<file path="src/sv/lcfp_pkg.sv">
`timescale 1ns / 1ps
`default_nettype none
// ----------------------------------------------------------------------------
// lcfp_pkg
// Shared types and codes of the light command frame parser.
// ----------------------------------------------------------------------------
package lcfp_pkg;

  localparam int unsigned BYTE_W   = 8;
  localparam int unsigned CFG_IDX_W = 2;
  localparam int unsigned POS_W    = 3;

  // Register indexes of the configuration port
  typedef enum logic [CFG_IDX_W-1:0] {
    CFG_START_MARKER     = 2'd0,
    CFG_TYPE_CODE_POWER  = 2'd1,
    CFG_TYPE_CODE_LEVEL  = 2'd2,
    CFG_TYPE_CODE_COLOUR = 2'd3
  } cfg_index_t;

  // Command kind as sent on the result beat
  typedef enum logic [1:0] {
    KIND_POWER  = 2'd0,
    KIND_LEVEL  = 2'd1,
    KIND_COLOUR = 2'd2,
    KIND_NONE   = 2'd3
  } kind_t;

  // Byte positions inside a frame (the start marker is position 0)
  localparam logic [POS_W-1:0] POS_TYPE     = 3'd1;
  localparam logic [POS_W-1:0] POS_DATA1    = 3'd2;
  localparam logic [POS_W-1:0] POS_DATA2    = 3'd3;
  localparam logic [POS_W-1:0] POS_DATA3    = 3'd4;
  localparam logic [POS_W-1:0] POS_CHECKSUM = 3'd5;
  localparam logic [POS_W-1:0] POS_STOP     = 3'd6;

  typedef struct packed {
    logic [BYTE_W-1:0] start_marker;
    logic [BYTE_W-1:0] type_code_power;
    logic [BYTE_W-1:0] type_code_level;
    logic [BYTE_W-1:0] type_code_colour;
  } cfg_t;

  typedef struct packed {
    kind_t             command_kind;
    logic [BYTE_W-1:0] power_value;
    logic [BYTE_W-1:0] level_value;
    logic [BYTE_W-1:0] red_value;
    logic [BYTE_W-1:0] green_value;
    logic [BYTE_W-1:0] blue_value;
    logic              checksum_ok;
  } result_t;

endpackage
`default_nettype wire

</file>
<file path="src/sv/lcfp_cfg_regs.sv">
`timescale 1ns / 1ps
`default_nettype none
// ----------------------------------------------------------------------------
// lcfp_cfg_regs
// Holds the start marker and the three type codes; write-only port.
// ----------------------------------------------------------------------------
module lcfp_cfg_regs
  import lcfp_pkg::*;
(
  input  wire logic                 clk,
  input  wire logic                 rst,
  input  wire logic                 cfg_we,
  input  wire logic [CFG_IDX_W-1:0] cfg_index,
  input  wire logic [BYTE_W-1:0]    cfg_wdata,
  output cfg_t                      cfg
);

  always_ff @(posedge clk) begin
    if (rst) begin
      cfg.start_marker     <= 8'd0;
      cfg.type_code_power  <= 8'd1;
      cfg.type_code_level  <= 8'd2;
      cfg.type_code_colour <= 8'd3;
    end else if (cfg_we) begin
      case (cfg_index_t'(cfg_index))
        CFG_START_MARKER:     cfg.start_marker     <= cfg_wdata;
        CFG_TYPE_CODE_POWER:  cfg.type_code_power  <= cfg_wdata;
        CFG_TYPE_CODE_LEVEL:  cfg.type_code_level  <= cfg_wdata;
        CFG_TYPE_CODE_COLOUR: cfg.type_code_colour <= cfg_wdata;
        default: ;
      endcase
    end
  end

endmodule
`default_nettype wire

</file>
<file path="src/sv/lcfp_parser.sv">
`timescale 1ns / 1ps
`default_nettype none
// ----------------------------------------------------------------------------
// lcfp_parser
// Frame state, running sum and kept value registers; one byte per step.
// ----------------------------------------------------------------------------
module lcfp_parser
  import lcfp_pkg::*;
(
  input  wire logic              clk,
  input  wire logic              rst,
  input  wire cfg_t              cfg,
  input  wire logic              step,
  input  wire logic [BYTE_W-1:0] rx_byte,
  output logic                   produced,
  output result_t                result
);

  logic              in_frame;
  logic [POS_W-1:0]  byte_position;
  logic [BYTE_W-1:0] running_sum;
  logic              sum_matched;
  logic [BYTE_W-1:0] frame_type;
  logic [BYTE_W-1:0] power_reg;
  logic [BYTE_W-1:0] level_reg;
  logic [BYTE_W-1:0] red_reg;
  logic [BYTE_W-1:0] green_reg;
  logic [BYTE_W-1:0] blue_reg;
  kind_t             kind;
  logic [BYTE_W-1:0] sum_add;

  // Power wins over level, level over colour
  always_comb begin
    if (frame_type == cfg.type_code_power)       kind = KIND_POWER;
    else if (frame_type == cfg.type_code_level)  kind = KIND_LEVEL;
    else if (frame_type == cfg.type_code_colour) kind = KIND_COLOUR;
    else                                         kind = KIND_NONE;
  end

  assign sum_add = running_sum + rx_byte;

  assign produced = step && in_frame && (byte_position == POS_STOP) && (kind != KIND_NONE);

  always_comb begin
    result.command_kind = kind;
    result.power_value  = power_reg;
    result.level_value  = level_reg;
    result.red_value    = red_reg;
    result.green_value  = green_reg;
    result.blue_value   = blue_reg;
    result.checksum_ok  = sum_matched;
  end

  always_ff @(posedge clk) begin
    if (rst) begin
      in_frame      <= 1'b0;
      byte_position <= '0;
      running_sum   <= '0;
      sum_matched   <= 1'b1;
      frame_type    <= '0;
      power_reg     <= '0;
      level_reg     <= '0;
      red_reg       <= '0;
      green_reg     <= '0;
      blue_reg      <= '0;
    end else if (step) begin
      if (!in_frame) begin
        // Hunt: the marker opens a frame and takes position 0
        if (rx_byte == cfg.start_marker) begin
          in_frame      <= 1'b1;
          byte_position <= POS_TYPE;
        end
      end else begin
        byte_position <= byte_position + 3'd1;
        case (byte_position)
          POS_TYPE: begin
            frame_type  <= rx_byte;
            running_sum <= sum_add;
          end
          POS_DATA1: begin
            running_sum <= sum_add;
            if (kind == KIND_POWER)       power_reg <= rx_byte;
            else if (kind == KIND_LEVEL)  level_reg <= rx_byte;
            else if (kind == KIND_COLOUR) red_reg   <= rx_byte;
          end
          POS_DATA2: begin
            running_sum <= sum_add;
            if (kind == KIND_COLOUR) green_reg <= rx_byte;
          end
          POS_DATA3: begin
            running_sum <= sum_add;
            if (kind == KIND_COLOUR) blue_reg <= rx_byte;
          end
          POS_CHECKSUM: begin
            sum_matched <= (rx_byte == running_sum);
            running_sum <= '0;
          end
          POS_STOP: begin
            in_frame <= 1'b0;
          end
          default: ;
        endcase
      end
    end
  end

endmodule
`default_nettype wire

</file>
<file path="src/sv/light_command_frame_parser_top.sv">
`timescale 1ns / 1ps
`default_nettype none
// ----------------------------------------------------------------------------
// light_command_frame_parser_top
// Start-byte framed light command parser with additive checksum.
// ----------------------------------------------------------------------------
// One received byte enters per input beat. While hunting, bytes other than
// the start marker are dropped. After the marker the next six bytes are the
// type, three data bytes, the checksum and the stop byte (stop value is not
// checked). Type and data bytes are summed modulo 256; the checksum byte is
// compared with that sum, which then clears. The data bytes update the kept
// power, level or red/green/blue registers as the type selects. On the stop
// byte one result beat carries the command kind, all kept values and the
// kept checksum flag; a frame with an unknown type gives no result beat.
// Rate: one byte per clock unless the output stalls. Each byte passes an
// input register, decode and state update, and an output register; the
// result beat of a stop byte is loaded into the output register. The output
// register only stalls the input when a result is held and m_tready is low.
// Configuration writes take effect on the next clock; write them only while
// the block is idle.
// ----------------------------------------------------------------------------
module light_command_frame_parser_top
  import lcfp_pkg::*;
(
  input  wire logic                 clk,
  input  wire logic                 rst,
  // configuration write port
  input  wire logic                 cfg_we,
  input  wire logic [CFG_IDX_W-1:0] cfg_index,
  input  wire logic [BYTE_W-1:0]    cfg_wdata,
  // byte input
  input  wire logic                 s_tvalid,
  output logic                      s_tready,
  input  wire logic [7:0]           s_tdata,   // [7:0] rx_byte
  // command output
  output logic                      m_tvalid,
  input  wire logic                 m_tready,
  output logic [39:0]               m_tdata,   // [7:0] power_value, [15:8] level_value,
                                               // [23:16] red_value, [31:24] green_value,
                                               // [39:32] blue_value
  output logic [2:0]                m_tuser    // [1:0] command_kind, [2] checksum_ok
);

  cfg_t              cfg;
  logic              in_valid;
  logic [BYTE_W-1:0] in_byte;
  logic              advance;
  logic              produced;
  result_t           result;

  lcfp_cfg_regs u_cfg_regs (
    .clk       (clk),
    .rst       (rst),
    .cfg_we    (cfg_we),
    .cfg_index (cfg_index),
    .cfg_wdata (cfg_wdata),
    .cfg       (cfg)
  );

  // Process the held byte whenever the output register is free or draining
  assign advance  = in_valid && (!m_tvalid || m_tready);
  assign s_tready = !in_valid || advance;

  // Input register: hold the beat until it is processed
  always_ff @(posedge clk) begin
    if (rst) begin
      in_valid <= 1'b0;
    end else if (s_tready) begin
      in_valid <= s_tvalid;
    end
  end

  always_ff @(posedge clk) begin
    if (s_tready && s_tvalid) begin
      in_byte <= s_tdata;
    end
  end

  lcfp_parser u_parser (
    .clk      (clk),
    .rst      (rst),
    .cfg      (cfg),
    .step     (advance),
    .rx_byte  (in_byte),
    .produced (produced),
    .result   (result)
  );

  // Output register: load a new result, or drop the one just taken
  always_ff @(posedge clk) begin
    if (rst) begin
      m_tvalid <= 1'b0;
    end else if (advance) begin
      m_tvalid <= produced;
    end else if (m_tready) begin
      m_tvalid <= 1'b0;
    end
  end

  always_ff @(posedge clk) begin
    if (advance && produced) begin
      m_tdata <= {result.blue_value, result.green_value, result.red_value,
                  result.level_value, result.power_value};
      m_tuser <= {result.checksum_ok, result.command_kind};
    end
  end

endmodule
`default_nettype wire

</file>
<file path="config.mk">
export PLATFORM = sky130hd
export DESIGN_NAME = light_command_frame_parser_top
export DESIGN_NICKNAME = d
export VERILOG_FILES = /design/src/sv/lcfp_pkg.sv /design/src/sv/lcfp_cfg_regs.sv /design/src/sv/lcfp_parser.sv /design/src/sv/light_command_frame_parser_top.sv
export SDC_FILE = /design/constraint.sdc
export NUM_CORES = 1
export LEC_CHECK = 0
export ABC_AREA = 1
export BUFFER_PORTS_ARGS = -buffer_cell sky130_fd_sc_hd__buf_2
export CELL_PAD_IN_SITES_DETAIL_PLACEMENT = 1
export CELL_PAD_IN_SITES_GLOBAL_PLACEMENT = 1
export CORE_UTILIZATION = 44
export CTS_CLUSTER_SIZE = 20
export DETAILED_ROUTE_END_ITERATION = 12
export PLACE_DENSITY = 0.9
export SYNTH_ARGS = -nofsm -noshare
export SYNTH_HDL_FRONTEND = slang
export SYNTH_SLANG_ARGS = --single-unit
</file>
<file path="constraint.sdc">
create_clock -name clk -period 3.1 [get_ports clk]
set_input_delay 0 -clock clk [delete_from_list [all_inputs] [get_ports clk]]
set_output_delay 0 -clock clk [all_outputs]
set_load 0.01 [all_outputs]
</file>
Word-level counts from Yosys, hierarchy flattened. Index checks and enable logic that the tools add are counted.

Bits in registers: 146. Bits of input ports: 23. Output and inout bits: 45. Word-level logic and storage cells: 80.

Add/subtract/negate cells: 2. Equal/unequal tests: 17. Multiplexer cells: 11. Bitwise operators: 2. Reductions and logical operators: 29.

Operator list (count): $eq 8x8->1 (5); $pmux 8 s2 (1); $reduce_and 4->1 (3); $reduce_and 2->1 (5); $eq 3x3->1 const B (3); $reduce_and 3->1 (3); $add 8x8->8 (1); $eq 2x2->1 const B (3); $eq 3x2->1 const B (2); $logic_and 1x1->1 (6); $mux 1 (6); $mux 3 (2); $reduce_and 6->1 (1); $reduce_bool 2->1 (3); $reduce_and 5->1 (1); $eq 2x1->1 const B (2); $logic_not 2->1 (2); $mux 2 (2); $reduce_or 4->1 (1); $add 3x1->3 const B (1); $eq 3x1->1 const B (1); $logic_not 1->1 (2); $logic_or 1x1->1 (2); $ne 2x2->1 const B (1); $not 1->1 (2).

Depth between registers and ports, before layout.
Depth after elaboration: 7. Mapped depth: 12. Gate-level depth less buffers: 12.

Modules after synthesis. From an unflattened synthesis, not the netlist that was laid out.

Cells, all modules: 794. Area total of the unflattened synthesis: 6475.0 µm².

By module, submodules not included: lcfp_parser (instances 1, cells an instance 524, area an instance 3479.6 µm², seq. area each 1221.2 µm²); light_command_frame_parser_top (instances 1, cells an instance 69, area an instance 1636.6 µm², seq. area each 1571.5 µm²); lcfp_cfg_regs (instances 1, cells an instance 201, area an instance 1358.8 µm², seq. area each 640.6 µm²).

Worst setup path after synthesis. Ideal clock, no wire load.

Kind: reg-to-reg. From: reg u_parser.frame_type[7]. To: reg m_tdata[0], enable pin. Setup time: 397 ps. Data arrival time: 1912 ps. Data required time: 2703 ps. Path slack: 791 ps. Stages on the path, launching flop included: 11. Buffers on the path: 0. Clock period less this slack: 2309 ps. Path through: dfxtp_1 -> inv_2 -> nand2_1 -> nand2_1 -> nor2_1 -> nand2_2 -> nor2_8 -> nor2_1 -> nand2_1 -> nand2_1 -> inv_1.

RTL lines: start, declared (RTL line lcfp_parser.sv:23) `logic [BYTE_W-1:0] frame_type;`; start signal, assigned (RTL line lcfp_parser.sv:77) `frame_type <= rx_byte;`; end signal, assigned (RTL line light_command_frame_parser_top.sv:102) `m_tdata <= {result.blue_value, result.green_value, result.red_value,`; end, declared (RTL line light_command_frame_parser_top.sv:38) `output logic [39:0] m_tdata,`.

Worst setup path in the final report.
From: reg in_byte[0]. To: reg u_parser.running_sum[6].

Longest elaborated chain between the ends: 2.

RTL lines: start, declared (RTL line light_command_frame_parser_top.sv:46) `logic [BYTE_W-1:0] in_byte;`; start signal, assigned (RTL line light_command_frame_parser_top.sv:75) `in_byte <= s_tdata;`; $add 8x8->8 (RTL line lcfp_parser.sv:40) `assign sum_add = running_sum + rx_byte;`; $pmux 8 s2 (RTL line lcfp_parser.sv:75) `case (byte_position)`; end signal, assigned (RTL line lcfp_parser.sv:78) `running_sum <= sum_add;`; end signal, assigned (RTL line lcfp_parser.sv:81) `running_sum <= sum_add;`; end signal, assigned (RTL line lcfp_parser.sv:87) `running_sum <= sum_add;`; end, declared (RTL line lcfp_parser.sv:21) `logic [BYTE_W-1:0] running_sum;`.

Every way passes these cells. A chain may end at the register's enable or synchronous reset.

==> qor.yml <==
crit_slowest_cell: "edfxtp_1"
grt_most_used_layer: "met2"
ys_seq_elements: 146
p_per_area_nw_per_um2: 575
ir_worst_vdd_mv: 0.291
max_slew_margin_pct: 47.0
tns_ns: 0
reg2reg_from: "in_byte[0]"
dp_slack_ns: 0.869
grt_pass1_vias: 5522
clkTransAtPathRegs_ns: 0.06
cts_made_buffers: 17
ys_async_sr_fraction_pct: 0
cpMostUsedCell: "nand2_1"
cts_max_path_buffers: 2
nFillCells: 1634
synth_cells: 724
finalCritPeriodShare_pct: 76.4
postCtsSetupBuffers: 0
worst_hold_path_type: "primary input to register"
wl_per_cell_um: 16.9
gr-usage-met2_pct: 45.9
dr.first_iter.drc_count: 228
synth_edf_count: 51
cts-root-buf: "clkbuf_16"
cp_cell_sequence: "ha_1, inv_1, fa_1, or2_2, nand2_1, nand2_1, nand2_1, nand2_1, nand3b_1, nand3_1, a21oi_1"
viasPerCell: 5.08
finalMaxSlewViolations: 0
synth.area.top_cells: "dfxtp_1, edfxtp_1, nand2_1, inv_1, nor2_1"
status: "finished, final reports clean"
path_class: "register to register"
place_congestion: 0.820
drv_cap: 0
finalNetCount: 853
reg.largest.list: "m_tdata (40), u_cfg_regs.cfg (32)"
tightest_slew_ns: 0.789
cts.sinks: 146
track_usage_pct: 25.1
worstPathRequired_ns: 3.44
wirelength_mm: 17.0
grt_pass1_wl_mm: 27.6
yosys.area.top_type: "dfxtp_1"
drtPass1Iterations: 4
r2r_end: "u_parser.running_sum[6]"
dpl.hpwl_mm: 10.9
grt_start_max_net_pins: 51
dieArea_um2: 14500
start_util_pct: 45.9
dieWidth_um: 121
rsz0062_at_grt: "no"
cts_tree: "done"
top_register: "m_tdata"
use_met1_pct: 27.6
syn_area_per_cell_um2: 8.54
ff2ff_path_depth: 11
setup_slack_ns: 0.732
finalPower_mw: 4.30
antenna_found_initial: 0
skew_ns: 0.0131
ff2ff_setup_slack_ns: 0.73
antenna_left: 0
endpoint_kind: "register"
whs_endpoint: "u_cfg_regs.cfg[24]"
grt_overflow: 0
largest_reg_flops: 40
hold_slack_ns: 0.0888
syn2layout_area_growth_pct: 21.0
worst_setup_path_start_kind: "register"
fp.dieH_um: 121
slowest_delay_ns: 0.55
p_leak_nw: 3.31
antenna_cells: 0
holdPathStages: 4
route.vias.total: 5109
setup_viol: 0
drive_gt1_share_pct: 17.1
cp_max_fo: 9
syn_area_um2: 6180
fmax_mhz: 422
synth_top_area_share_pct: 30.8
drcViolationCount: 0
synth_nets: 760
grt_use_met3_pct: 5.42
final_util_pct: 55.6
min_from: "cfg_index[0]"
ioPinCount: 68
core_area_um2: 13500
register_area_um2: 3430
period_minus_slack_ns: 2.37
yosysSeqAreaShare_pct: 55.5
multi_input_area_um2: 2210
synth_cell_type_count: 33
num_rows: 42
cp.arrival_ns: 2.71
io_buffers: 67
synth_warnings: 0
finalHoldViolCount: 0
synth_flop_cell: "dfxtp_1"
insertion_delay_ns: 0.43
htree_levels: 4
==> final cells by class <==
cell class / instances / share of cell area (%)
sequential: 146 / 45.9
timing repair buffer: 94 / 7.97
clock inverter: 11 / 1.72
inverter: 114 / 5.72
multi-input combinational: 444 / 29.6
tap: 176 / 2.95
clock buffer: 21 / 6.16
==> stage by stage <==
| step | std cells | cell area (µm²) |
|---|---|---|
| 2_1_floorplan | 724 | 6180 |
| 3_3_place_gp | 951 | 6660 |
| 3_5_place_dp | 951 | 6660 |
| 4_1_cts | 1006 | 7480 |
| 5_1_grt | 1006 | 7480 |
| 6_report | 1006 | 7480 |
==> critical path, delay by kind of cell (launching register included) <==
kind                     cells  cell delay [ns]
adder cells (fa/ha/maj)      2             0.66
flip-flops                   1             0.55
AND/OR/NAND/NOR              7             0.82
AO/OA/AOI/OAI                1             0.18
buffers and inverters        1             0.07
==> timing repair <==
action,4_1_cts,5_1_grt
resized for setup,0,0
hold buffers,23,0
hold endpoints to repair,52,0
setup endpoints to repair,0,0
==> worst max-delay path by stage <==
stage | depth (start not counted) | slack (ns) | endpoint | from
after floorplan | 10 | 0.79 | m_tdata[0] | u_parser.frame_type[7]
after global placement | 12 | 1.0 | u_parser.running_sum[6] | in_byte[0]
after detailed placement | 12 | 0.87 | u_parser.running_sum[6] | in_byte[0]
after CTS | 12 | 0.80 | u_parser.running_sum[6] | in_byte[0]
after global routing | 11 | 0.61 | u_parser.running_sum[6] | in_byte[0]
final | 11 | 0.73 | u_parser.running_sum[6] | in_byte[0]
==> cell usage after synthesis (4+ instances only) <==
cell type  instances
nand2_1          155
inv_1            102
nor2_1            96
dfxtp_1           95
edfxtp_1          51
a21oi_1           48
o21ai_0           45
nand3_1           17
clkbuf_1          12
ha_1              12
nand2_2           12
inv_2             10
o21ai_1           10
xnor2_1            7
or2_2              6
nand4_1            5
xor2_1             5
buf_2              4
buf_6              4
nor2_2             4
nor3_1             4
==> cells by family (layout without fill, tap and decap cells) <==
kind of cell / count (synthesis) / count (layout) / synth area share, %
adders and majority gates: 13 / 13 / 2.75
and+or+nand+nor: 311 / 311 / 22.4
AOI/OAI and AO/OA: 108 / 108 / 8.93
xor gates and xnor gates: 12 / 12 / 1.70
DFF: 146 / 146 / 55.5
buffers and inverters: 134 / 240 / 8.70
==> placed cells by master (no fill, tap or decap), drive strengths merged <==
master,synthesis,final
nand2,167,167
inv,112,114
nor2,105,105
dfxtp,95,95
buf,8,71
o21ai,55,55
edfxtp,51,51
a21oi,48,48
dlygate4sd3,0,23
clkbuf,12,21
nand3,20,20
ha,12,12
xnor2,7,7
clkinv,2,7
or2,6,6
xor2,5,5
nand4,5,5
nor3,4,4
a22oi,2,2
nor4,2,2
clkinvlp,0,2
bufinv,0,2
nand3b,2,2
a21o,1,1
a31oi,1,1
o211ai,1,1
fa,1,1
==> per-layer routing <==
metal | routed length (µm) | share of wire, %
met2 | 8830 | 52
met4 | 528 | 3.1
met5 | 0 | 0
met3 | 686 | 4.0
met1 | 6990 | 41
==> power by group <==
part / internal, mW / switching, mW / leakage [nW] / total [mW]
Combinational: 0.0808 / 0.126 / 1.79 / 0.206
Sequential: 2.00 / 0.0489 / 1.24 / 2.05
Clock: 1.23 / 0.811 / 0.284 / 2.04
No activity file was read; power rests on OpenSTA's default activity.
